<file path="config.mk">
export PLATFORM = sky130hd
export DESIGN_NAME = pts_ctrl
export DESIGN_NICKNAME = d
export VERILOG_FILES = /design/src/hw/rtl/pts_pkg.sv /design/src/hw/rtl/pts_ctrl.sv
export SDC_FILE = /design/constraint.sdc
export NUM_CORES = 1
export LEC_CHECK = 0
export ABC_CLOCK_PERIOD_IN_PS = 1800
export CORE_AREA = 2 2 39 41
export CTS_CLUSTER_SIZE = 10
export DETAILED_ROUTE_END_ITERATION = 10
export DIE_AREA = 0 0 41 43
export DONT_BUFFER_PORTS = 1
export GPL_TIMING_DRIVEN = 0
export PLACE_DENSITY = 0.38
export RECOVER_POWER = 25
export SETUP_SLACK_MARGIN = 0.5
export SLEW_MARGIN = 15
export SYNTH_ARGS = -nofsm -noshare
export SYNTH_HDL_FRONTEND = slang
export SYNTH_SLANG_ARGS = --single-unit
</file>
<file path="constraint.sdc">
create_clock -name clk -period 1.8 [get_ports clk]
set_input_delay 0 -clock clk [delete_from_list [all_inputs] [get_ports clk]]
set_output_delay 0 -clock clk [all_outputs]
set_load 0.02 [all_outputs]
</file>
<file path="src/hw/rtl/pts_pkg.sv">
// ----------------------------------------------------------------------------
// pts_pkg: shared types and codes for the periodic timer scheduler
// Action codes, controller states and the command/status structs that join
// the controller and the datapath.
// ----------------------------------------------------------------------------
`default_nettype none
package pts_pkg;

  // item actions
  typedef enum logic [1:0] {
    ACT_TICK   = 2'd0,
    ACT_ARM    = 2'd1,
    ACT_SYNC   = 2'd2,
    ACT_MODIFY = 2'd3
  } action_t;

  // controller states
  typedef enum logic [3:0] {
    ST_IDLE,
    ST_SCAN,
    ST_FIRE,
    ST_DIV,
    ST_ARM,
    ST_SYNC_MUL,
    ST_SYNC,
    ST_MODIFY,
    ST_OUT
  } state_t;

  // controller to datapath
  typedef struct packed {
    logic load;       // capture the input item
    logic scan_start; // clear the running minimum
    logic scan_step;  // compare one slot
    logic fire;       // apply firing to best slot
    logic div_start;  // start now % period
    logic div_step;   // one quotient bit
    logic arm;        // write the armed slot
    logic mul_step;   // sync threshold product
    logic sync;       // sync decision and write
    logic modify;     // modify write
    logic out_load;   // load result register
  } cmd_t;

  // datapath to controller
  typedef struct packed {
    logic scan_last;
    logic div_last;
    logic [1:0] action;
  } status_t;

  // time width in microseconds
  localparam int TIME_BITS = 48;
  localparam int RES_BITS  = 8;
  localparam int IN_BITS   = 2 + 4 + TIME_BITS * 5 + 16 + 1 + 9;
endpackage
`default_nettype wire

</file>
<file path="src/hw/rtl/pts_ctrl.sv">
// ----------------------------------------------------------------------------
// pts_ctrl: controller state machine of the periodic timer scheduler
// Sequences the slot scan, the restoring divider, the sync multiply and the
// result handshake.
// ----------------------------------------------------------------------------
`default_nettype none
module pts_ctrl (
  input  wire logic              clk,
  input  wire logic              rst_n,
  input  wire logic              in_tvalid,
  output logic                   in_tready,
  output logic                   out_tvalid,
  input  wire logic              out_tready,
  input  wire pts_pkg::status_t  sts,
  output pts_pkg::cmd_t          cmd
);
  import pts_pkg::*;

  state_t state_r, state_nxt;

  // next state
  always_comb begin
    state_nxt = state_r;
    case (state_r)
      ST_IDLE: begin
        if (in_tvalid) state_nxt = ST_SCAN;
      end
      ST_SCAN: begin
        case (action_t'(sts.action))
          ACT_TICK:   state_nxt = ST_SCAN;
          ACT_ARM:    state_nxt = ST_DIV;
          ACT_SYNC:   state_nxt = ST_SYNC_MUL;
          default:    state_nxt = ST_MODIFY;
        endcase
        if (action_t'(sts.action) == ACT_TICK && sts.scan_last) state_nxt = ST_FIRE;
      end
      ST_FIRE:     state_nxt = ST_OUT;
      ST_DIV: begin
        if (sts.div_last) state_nxt = ST_ARM;
      end
      ST_ARM:      state_nxt = ST_OUT;
      ST_SYNC_MUL: state_nxt = ST_SYNC;
      ST_SYNC:     state_nxt = ST_OUT;
      ST_MODIFY:   state_nxt = ST_OUT;
      ST_OUT: begin
        if (!out_tvalid || out_tready) state_nxt = ST_IDLE;
      end
      default:     state_nxt = ST_IDLE;
    endcase
  end

  // outputs
  always_comb begin
    cmd = '0;
    case (state_r)
      ST_IDLE: begin
        cmd.load       = in_tvalid;
        cmd.scan_start = in_tvalid;
      end
      ST_SCAN: begin
        cmd.scan_step = (action_t'(sts.action) == ACT_TICK);
        cmd.div_start = (action_t'(sts.action) == ACT_ARM);
      end
      ST_FIRE:     cmd.fire = 1'b1;
      ST_DIV:      cmd.div_step = 1'b1;
      ST_ARM:      cmd.arm = 1'b1;
      ST_SYNC_MUL: cmd.mul_step = 1'b1;
      ST_SYNC:     cmd.sync = 1'b1;
      ST_MODIFY:   cmd.modify = 1'b1;
      ST_OUT:      cmd.out_load = !out_tvalid || out_tready;
      default: ;
    endcase
  end

  assign in_tready = (state_r == ST_IDLE);

  // state and result valid
  always_ff @(posedge clk) begin
    if (!rst_n) begin
      state_r    <= ST_IDLE;
      out_tvalid <= 1'b0;
    end else begin
      state_r <= state_nxt;
      if (cmd.out_load) out_tvalid <= 1'b1;
      else if (out_tready) out_tvalid <= 1'b0;
    end
  end
endmodule
`default_nettype wire

</file>
======== Word level (Yosys, flattened, before mapping) ========
Cells that the tools add are included.
storage, ports and cells
  register bits after elaboration ......... 5
  input port bits ......................... 8
  output and inout port bits .............. 13
  logic and storage cells ................. 41
operators by class
  eq/ne operators ......................... 13
  multiplexer cells ....................... 18
  reductions and logical operators ........ 8
operators with widths
  operator                                             number
  case mux 4 bit (6 select lines)                      1
  equality test 4 x 3 -> 1 bit, second input constant  4
  two-way mux 4 bit                                    4
  two-way mux 1 bit                                    11
  case mux 3 bit (3 select lines)                      1
  equality test 4 x 2 -> 1 bit, second input constant  2
  != test 2 bit, second input constant                 3
  equality test 4 x 1 -> 1 bit, second input constant  1
  equality test 4 bit, second input constant           1
  zero test 4 bit                                      1
  OR reduction 4 bit                                   1
  AND reduction 3 bit                                  1
  equality test 2 x 1 -> 1 bit, second input constant  1
  equality test 2 bit, second input constant           1
  zero test 2 bit                                      1
  two-way mux 2 bit                                    1
  nonzero test 2 bit                                   1
  logical AND 1 bit                                    1
  zero test 1 bit                                      1
  logical OR 1 bit                                     1

======== Longest topological paths before layout ========
Gate-level depths: netlist of the first run.
  depth in word-level cells ............... 4
  depth in mapped cells ................... 4
  gate-level depth less buffers ........... 3

======== Worst setup path after synthesis of the first run ========
No wires, ideal clock.
  kind .................................... register to register
  start ................................... reg state_r[0]
  end ..................................... reg state_r[0]
  setup time .............................. 0.060 ns
  data arrival time ....................... 1.762 ns
  required time ........................... 1.740 ns
  slack ................................... -0.022 ns
  stages on the path, launching flop included .. 5
  buffers on the path ..................... 1
  clock period less this slack ............ 1.822 ns
  cells stage by stage .................... dfxtp_1 buf_2 nor4_1 and2_1 o311a_1
between the ends
  cells in the longest elaborated chain, start to end .. 3
  elaborated cells between the ends (all ways) .. 15
  those cells by class .................... eq/ne: 11; mux: 1; reduce/logical: 3
RTL lines
  element                        line            source
  start, declared                pts_ctrl.sv:19  state_t state_r, state_nxt;
  start signal, assigned         pts_ctrl.sv:83  state_r <= state_nxt;
  zero test 4 bit *              n/a
  via in_tready                  pts_ctrl.sv:11  output logic in_tready,
  != test 2 bit (no line)        n/a
  AND reduction 3 bit (no line)  n/a
Mark *: on every way through the listed nets, which the timed path passes. The rest lies on a longest branch.
A chain may end at the register's enable or synchronous reset.

==> results of run 1 <==
-- worst paths after layout --
check,start,endpoint,slack [ps]
min,sts[1],state_r[2],-4
max,state_r[2],cmd[0],280
max reg2reg,state_r[1],state_r[1],330
min reg2reg,state_r[0],state_r[2],610
-- cell usage after synthesis, drive strengths merged --
master	n	share of area
nor3	7	0.10
buf	5	0.10
dfxtp	5	0.29
nand2	3	0.032
nand2b	2	0.036
nor2	2	0.022
nor2b	2	0.036
nor4	2	0.036
a21boi	1	0.022
a21o	1	0.022
a21oi	1	0.014
and2	1	0.018
inv	1	0.011
nand4b	1	0.025
nor3b	1	0.022
nor4b	1	0.025
o21a	1	0.022
o21ba	1	0.029
o21bai	1	0.022
o311a	1	0.029
o31a	1	0.025
or2b	1	0.022
or4b	1	0.040
-- logic make-up (layout without fill, tap and decap cells) --
family | Yosys count | in the layout | synth area share
DFF | 5 | 5 | 0.288
buffers and inverters | 6 | 19 | 0.115
and+or+nand+nor | 24 | 24 | 0.414
AOI/OAI and AO/OA | 8 | 8 | 0.183
-- metrics by stage --
stage          hold WS, ps  area [sq um]  total power (W)
4_1_cts               17.8           490         0.000413
5_1_grt              -8.99           626         0.000482
3_5_place_dp          85.9           389         0.000253
6_report             -4.19           626         0.000451
3_3_place_gp          88.7           389         0.000252
2_1_floorplan         83.1           369         0.000239
-- layout make-up --
type | instances | area (sq um) | area share
buffer | 5 | 52.6 | 0.0840
clock buffer | 4 | 26.3 | 0.0420
inverter | 1 | 3.75 | 0.00600
multi-input combinational | 32 | 329 | 0.526
sequential | 5 | 100 | 0.160
tap | 16 | 20.0 | 0.0320
timing repair buffer | 9 | 93.8 | 0.150
-- repair_timing --
item | in CTS | in global routing
setup buffers | 1 | 7
pin swaps | 2 | 5
endpoints found under the hold margin | 5 | 0
gates resized for setup | 13 | 20
endpoints found under the setup margin | 12 | 15
hold buffers | 1 | 0
-- layer usage --
metal / global-route usage / up-vias / wire, um
met3: 0.0419 / 0 / 55
met5: 0 / - / 0
li1: - / 183 / -
met2: 0.147 / 11 / 514
met4: 0.0800 / 0 / 0
met1: 0.133 / 168 / 339
-- power by group through the flow --
stage	Sequential (W)	Clock [W]	Combinational, W
after floorplan	0.000125	0	0.000114
after global placement	0.000125	0	0.000127
after detailed placement	0.000125	0	0.000127
after CTS	0.000124	0.000131	0.000158
after global routing	0.000125	0.000141	0.000216
final	0.000125	0.000124	0.000202
-- flip-flops by register name, summed over array words and instances, names as in the netlist --
name	cells
out_tvalid	1
state_r	4
==> qor.csv, run 1 <==
stage;metric;value;unit
floorplan;Die ar.;1760;sq um
worst_setup_path;WP depth;4;
timing;Hold Slack;-4.19;ps
timing;Layout Skew;1.32;ps
layout;Area growth syn-to-layout;79.9;%
flow_run;max_cap viols;0;
outcome;failing checks;negative hold slack;
synthesis;post-synthesis cell type count;25;
timing;min setup slack post-route;277;ps
route;via count;362;
floorplan;die height;43;um
power;Sw Share;0.321;
layout;commonest non-fill, non-tap cell in the layout;buf_6;
timing;setup violators final;0;
worst_setup_path;Reg2Reg Depth;5;
place;Place WS;297;ps
route;DR WL/cell;12.6;um
worst_setup_path;Critical Path End Type;output port;
clock_network;clk slew on worst S/H paths;40;ps
global_route;vias in the first global route;316;
layout;FILL cells;143;
timing;Tcrit/Tclk final;0.846;
floorplan;Std-Cell Rows;14;
place;PortBufs;0;
route;antenna-violating nets left;0;
layout;fin cells;72;
power;Power per Cell Area;722;nW/um^2
timing;fin crit period;1520;ps
hold_path;HP Class;in2reg;
global_route;GRT Total Usage;0.109;
floorplan;starting density of the core;0.251;
synthesis;flop and latch count out of synthesis;5;
synthesis;Post-Syn Area;348;sq um
route;initial DRC count;0;
synthesis;Syn Area/Cell;8.09;sq um
layout;Final nets;65;
hold_path;Worst Hold Path Cells;2;
global_route;pin count of the biggest net entering global routing;11;
route;detailed-route wire length;909;um
timing;Total Neg Setup Slack;0;ps
timing;Achievable Freq;0.656;GHz
worst_setup_path;Buf/Inv on CP;2;
power;VDD IR-drop max;0.000304;V
clock_network;H-Tree Level Count;1;
global_route;GR Overflow Total;0;
synthesis;Syn Nets;51;
timing;max-slew violation count;0;
clock_network;TritonCTS buffer count;3;
synthesis;Syn Inst Count;43;
power;clock power share;0.275;
clock_network;clock tree buffer depth;2;
synthesis;Seq/Total Area, Yosys;0.288;
global_route;initial antenna violation count;0;
power;leak pwr;0.234;nW
worst_setup_path;Required @ worst endpoint;1800;ps
worst_setup_path;Crit-path slowest cell;nor4b_1;
route;vias per std cell;5.03;
worst_setup_path;Crit Path Max Fanout;7;
global_route;global-route wire length before repair;1300;um
layout;n_diodes;0;
worst_setup_path;CP Class;reg2out;
clock_network;Sink Count;5;
layout;layout cells sized above 1;0.571;
power;Combinational Power Share;0.448;
synthesis;Synth Warn #;0;
timing;RSZ-0062 raised after global routing;yes;
timing;Fin. Hold Viols;1;
floorplan;Die Width;41;um
timing;Worst Tran Pin Value;660;ps
route;# DRC;0;
worst_setup_path;delay-heaviest family, CP;simple AND/OR/NAND/NOR gates;
timing;Max-slew headroom;0.556;
floorplan;I/O pin total;21;
worst_setup_path;Max stage delay on crit path;380;ps
power;Net Sw Power;0.000145;W
outcome;outcome;finished, violations left;
layout;final design utilization;0.452;
layout;most frequent cells in the layout;buf_6 (7), buf_4 (5), dfxtp_1 (5);
route;first-pass iteration count of the detailed router;1;
clock_network;clock root cell;clkbuf_4;
clock_network;clk_lat worst skew;230;ps
place;cell total after placement;59;
power;sequential share of power;0.277;
worst_setup_path;critical-path cell list;buf_6 > buf_4 > nor4b_1 > nor2b_2;
floorplan;core area;1380;sq um
power;Int Power;0.000307;W
clock_network;CTS tree;done;
worst_setup_path;worst path arrival time;1520;ps
place;DP HPWL;627;um
worst_setup_path;Critical Path Start Type;flip-flop;
place;GPL Wtd Cong;0.647;
No activity file was read; power rests on OpenSTA's default activity.
==> inputs of run 2 (changes only) <==
- ABC_CLOCK_PERIOD_IN_PS: 1800 -> 1250
- PLACE_DENSITY: 0.38 -> 0.4
- clock period: 1.8 -> 1.25 ns (I/O delays scaled with it)
==> qor.csv, run 2 (synthesized netlist as in run 1, its figures left out) <==
stage;metric;value;unit
layout;top flop regs;state_r x4, out_tvalid x1;
timing;Hold Slack;-8.14;ps
route;DR WL/cell;13.8;um
hold_path;Worst Hold Path Cells;2;
global_route;initial antenna violation count;0;
layout;area of the multi-input gates;375;sq um
worst_setup_path;Critical Path Start Type;flip-flop;
worst_setup_path;Max stage delay on crit path;590;ps
timing;fin crit period;1520;ps
place;GPL Wtd Cong;0.634;
worst_setup_path;critical-path cell list;buf_6 > or4b_4 > nor3_4;
floorplan;Die ar.;1760;sq um
layout;most frequent cells in the layout;buf_6 (5), nor3_4 (5), buf_4 (5);
worst_setup_path;RR Startpoint;state_r[2];
timing;Tcrit/Tclk final;1.21;
layout;Area growth syn-to-layout;85.6;%
place;DP HPWL;650;um
clock_network;Sink Count;5;
layout;Largest register FFs;4;
floorplan;I/O pin total;21;
clock_network;H-Tree Level Count;1;
route;detailed-route wire length;967;um
floorplan;core area;1380;sq um
route;# DRC;0;
timing;min setup slack post-route;-267;ps
worst_setup_path;Crit Path Max Fanout;6;
worst_setup_path;worst path arrival time;1520;ps
worst_setup_path;Critical Path End Type;output port;
worst_setup_path;CP Class;reg2out;
worst_setup_path;R2R Setup Slk;-240;ps
floorplan;die height;43;um
layout;total area of sequential cells;101;sq um
timing;Max-slew headroom;0.722;
clock_network;TritonCTS buffer count;3;
layout;fin area;646;sq um
clock_network;clk_lat worst skew;240;ps
global_route;GRT Total Usage;0.116;
place;Placed Area;438;sq um
hold_path;HP Class;in2reg;
power;Power per Cell Area;1010;nW/um^2
worst_setup_path;Required @ worst endpoint;1250;ps
route;vias per std cell;5.20;
layout;n_diodes;0;
clock_network;clock tree buffer depth;2;
layout;layout cells sized above 1;0.630;
power;total power;0.000652;W
route;initial DRC count;4;
power;VDD IR-drop max;0.000483;V
timing;setup violators final;7;
floorplan;Std-Cell Rows;14;
global_route;pin count of the biggest net entering global routing;11;
layout;Final nets;63;
flow_run;max_cap viols;0;
route;via count;364;
worst_setup_path;Crit-path slowest cell;or4b_4;
outcome;outcome;finished, violations left;
worst_setup_path;Reg2Reg Depth;4;
global_route;vias in the first global route;328;
worst_setup_path;delay-heaviest family, CP;simple AND/OR/NAND/NOR gates;
layout;Reg with most FFs;state_r;
timing;RSZ-0062 raised after global routing;yes;
layout;fin cells;70;
power;leak pwr;0.233;nW
clock_network;clock root cell;clkbuf_4;
timing;Fin. Hold Viols;1;
route;first-pass iteration count of the detailed router;4;
place;cell total after placement;59;
clock_network;CTS tree;done;
timing;max-slew violation count;0;
clock_network;clk slew on worst S/H paths;40;ps
route;antenna-violating nets left;0;
layout;FILL cells;139;
worst_setup_path;reg2reg end;state_r[0];
global_route;GR Overflow Total;0;
timing;Worst Tran Pin Value;415;ps
hold_path;hold endpoint;state_r[2];
worst_setup_path;Buf/Inv on CP;1;
timing;Layout Skew;4.11;ps
floorplan;Die Width;41;um
place;PortBufs;0;
outcome;failing checks;negative hold slack, negative setup slack;
global_route;global-route wire length before repair;1330;um
timing;Achievable Freq;0.659;GHz
layout;final design utilization;0.467;
floorplan;starting density of the core;0.251;
hold_path;hold_sp;sts[1];
## run 2: final cells by class
class | instances | area share
multi-input combinational | 32 | 0.581
inverter | 1 | 0.00581
buffer | 5 | 0.0872
tap | 16 | 0.0310
clock buffer | 4 | 0.0407
sequential | 5 | 0.157
timing repair buffer | 7 | 0.0969
## run 2: power breakdown
part           internal, W  leakage [nW]  switching, W
registers         0.000173        0.0412    0.00000691
logic             0.000133         0.176      0.000156
clock network     0.000120        0.0150     0.0000625
## run 2: worst max path at each step
| stage | startpoint | endpoint | slack (ps) | cells past startpoint |
|---|---|---|---|---|
| 3_3_place_gp | state_r[0] | state_r[0] | -200 | 4 |
| 2_1_floorplan | state_r[2] | state_r[0] | -120 | 4 |
| 4_1_cts | state_r[2] | cmd[10] | -280 | 4 |
| 5_1_grt | state_r[1] | cmd[10] | -330 | 4 |
| 3_5_place_dp | state_r[0] | state_r[0] | -200 | 4 |
| 6_report | state_r[2] | cmd[8] | -270 | 3 |
## run 2: metal layers
layer / vias up / global-route usage / share of wire
li1: 177 / - / -
met1: 175 / 0.129 / 0.38
met2: 12 / 0.166 / 0.55
met3: 0 / 0.0524 / 0.065
met4: 0 / 0.0800 / 0
met5: - / 0 / 0
## run 2: timing repair
action	CTS	global route
hold endpoints to repair	5	0
pin swaps	6	6
setup buffers	1	5
hold buffers	1	0
gates resized for setup	16	11
setup endpoints to repair	17	17
## run 2: metrics by stage
step           setup slack, ps  TNS (ps)
6_report                  -267     -1310
5_1_grt                   -325     -1770
4_1_cts                   -284     -1750
3_5_place_dp              -204      -730
3_3_place_gp              -205      -742
2_1_floorplan             -121      -220
==> inputs of run 3 (changes only) <==
- CTS_CLUSTER_DIAMETER: default -> 50
- TNS_END_PERCENT: default -> 10
==> qor.csv, run 3 (synthesized netlist as in run 1, its figures left out) <==
stage;metric;value;unit
hold_path;HP Class;in2reg;
floorplan;Die ar.;1760;sq um
layout;commonest non-fill, non-tap cell in the layout;buf_4;
layout;n_diodes;0;
place;PortBufs;0;
place;GPL Wtd Cong;0.655;
global_route;GRT Total Usage;0.123;
layout;most frequent cells in the layout;buf_4 (7), dfxtp_1 (4);
layout;Final nets;64;
worst_setup_path;Critical Path End Type;output port;
place;DP HPWL;653;um
timing;min setup slack post-route;-252;ps
power;VDD IR-drop max;0.000527;V
power;Combinational Power Share;0.407;
global_route;vias in the first global route;330;
place;Placed Area;403;sq um
power;Int Power;0.000411;W
worst_setup_path;worst path arrival time;1500;ps
timing;RSZ-0062 raised after global routing;yes;
clock_network;CTS tree;done;
floorplan;I/O pin total;21;
outcome;failing checks;negative setup slack;
layout;Reg with most FFs;state_r;
layout;Largest register FFs;4;
timing;Total Neg Setup Slack;-2040;ps
clock_network;Sink Count;5;
global_route;GR Overflow Total;0;
power;sequential share of power;0.293;
layout;Area growth syn-to-layout;63.3;%
timing;Max-slew headroom;0.726;
global_route;pin count of the biggest net entering global routing;11;
floorplan;starting density of the core;0.251;
worst_setup_path;Required @ worst endpoint;1250;ps
clock_network;clk_lat worst skew;240;ps
floorplan;core area;1380;sq um
clock_network;H-Tree Level Count;1;
layout;top flop regs;state_r x4, out_tvalid x1;
layout;layout cells sized above 1;0.545;
route;vias per std cell;5.10;
timing;fin crit period;1500;ps
floorplan;die height;43;um
timing;Tcrit/Tclk final;1.20;
flow_run;max_cap viols;0;
global_route;initial antenna violation count;0;
clock_network;TritonCTS buffer count;3;
route;DR WL/cell;13.2;um
timing;Fin. Hold Viols;0;
worst_setup_path;Crit Path Max Fanout;5;
route;via count;362;
clock_network;clock tree buffer depth;2;
route;detailed-route wire length;938;um
power;Net Sw Power;0.000203;W
floorplan;Std-Cell Rows;14;
route;# DRC;0;
power;leak pwr;0.227;nW
worst_setup_path;Critical Path Start Type;flip-flop;
floorplan;Die Width;41;um
route;antenna-violating nets left;0;
outcome;outcome;finished, violations left;
worst_setup_path;CP Class;reg2out;
power;clock power share;0.300;
clock_network;clk slew on worst S/H paths;40;ps
clock_network;clock root cell;clkbuf_4;
power;Power per Cell Area;1080;nW/um^2
route;first-pass iteration count of the detailed router;2;
timing;Worst Tran Pin Value;408;ps
power;Sw Share;0.330;
timing;Layout Skew;0.953;ps
place;Place WS;-195;ps
route;initial DRC count;6;
layout;fin area;568;sq um
timing;max-slew violation count;0;
timing;setup violators final;15;
layout;final design utilization;0.410;
global_route;global-route wire length before repair;1410;um
timing;Achievable Freq;0.666;GHz
-- run 3: path summary, 6_finish.rpt --
kind / start / endpoint / slack, ps / depth (start not counted)
hold reg to reg: state_r[0] / state_r[2] / 640 / 3
setup / recovery: state_r[1] / cmd[10] / -250 / 4
hold / removal: sts[2] / state_r[2] / 10 / 2
setup reg to reg: state_r[3] / state_r[0] / -210 / 4
-- run 3: metal layers --
layer  track usage  up-vias  wire, um
li1              -      179         -
met1         0.121      172       345
met2         0.184        9       527
met3        0.0576        2        50
met4         0.100        0        14
met5             0        -         0
-- run 3: final cells by class --
| cell class | count | area [sq um] |
|---|---|---|
| Timing Repair Buffer | 8 | 65.1 |
| Fill cell | 153 | 816 |
| Buffer | 5 | 46.3 |
| Clock buffer | 4 | 26.3 |
| Tap cell | 16 | 20.0 |
| Inverter | 1 | 3.75 |
| Multi-Input combinational cell | 32 | 305 |
| Sequential cell | 5 | 101 |
-- run 3: worst max-delay path: stages, from the launching register on --
cell	delay, ps
dfxtp_2	310
buf_6	120
nor4_4	430
and2_4	270
buf_6	130
-- run 3: metrics by stage --
step | hold slack (ps) | instances | total power (W)
after floorplan | 51.0 | 43 | 0.000348
after global placement | 53.8 | 59 | 0.000367
after detailed placement | 52.9 | 59 | 0.000368
after CTS | 16.8 | 67 | 0.000605
after global routing | 38.5 | 71 | 0.000655
final | 12.1 | 71 | 0.000614
-- run 3: what timing repair did --
| action | in CTS | in global routing |
|---|---|---|
| endpoints found under the hold margin | 5 | 0 |
| hold buffers | 2 | 0 |
| pin swaps | 2 | 2 |
| resized for setup | 13 | 4 |
| setup buffers | 2 | 4 |
| setup endpoints to repair | 17 | 17 |
-- run 3: power groups by stage --
stage	logic [W]	clock network, W	registers, W
floorplan	0.000168	0	0.000180
global placement	0.000186	0	0.000181
detailed placement	0.000187	0	0.000181
CTS	0.000230	0.000196	0.000179
global route	0.000267	0.000207	0.000181
finish	0.000250	0.000184	0.000180
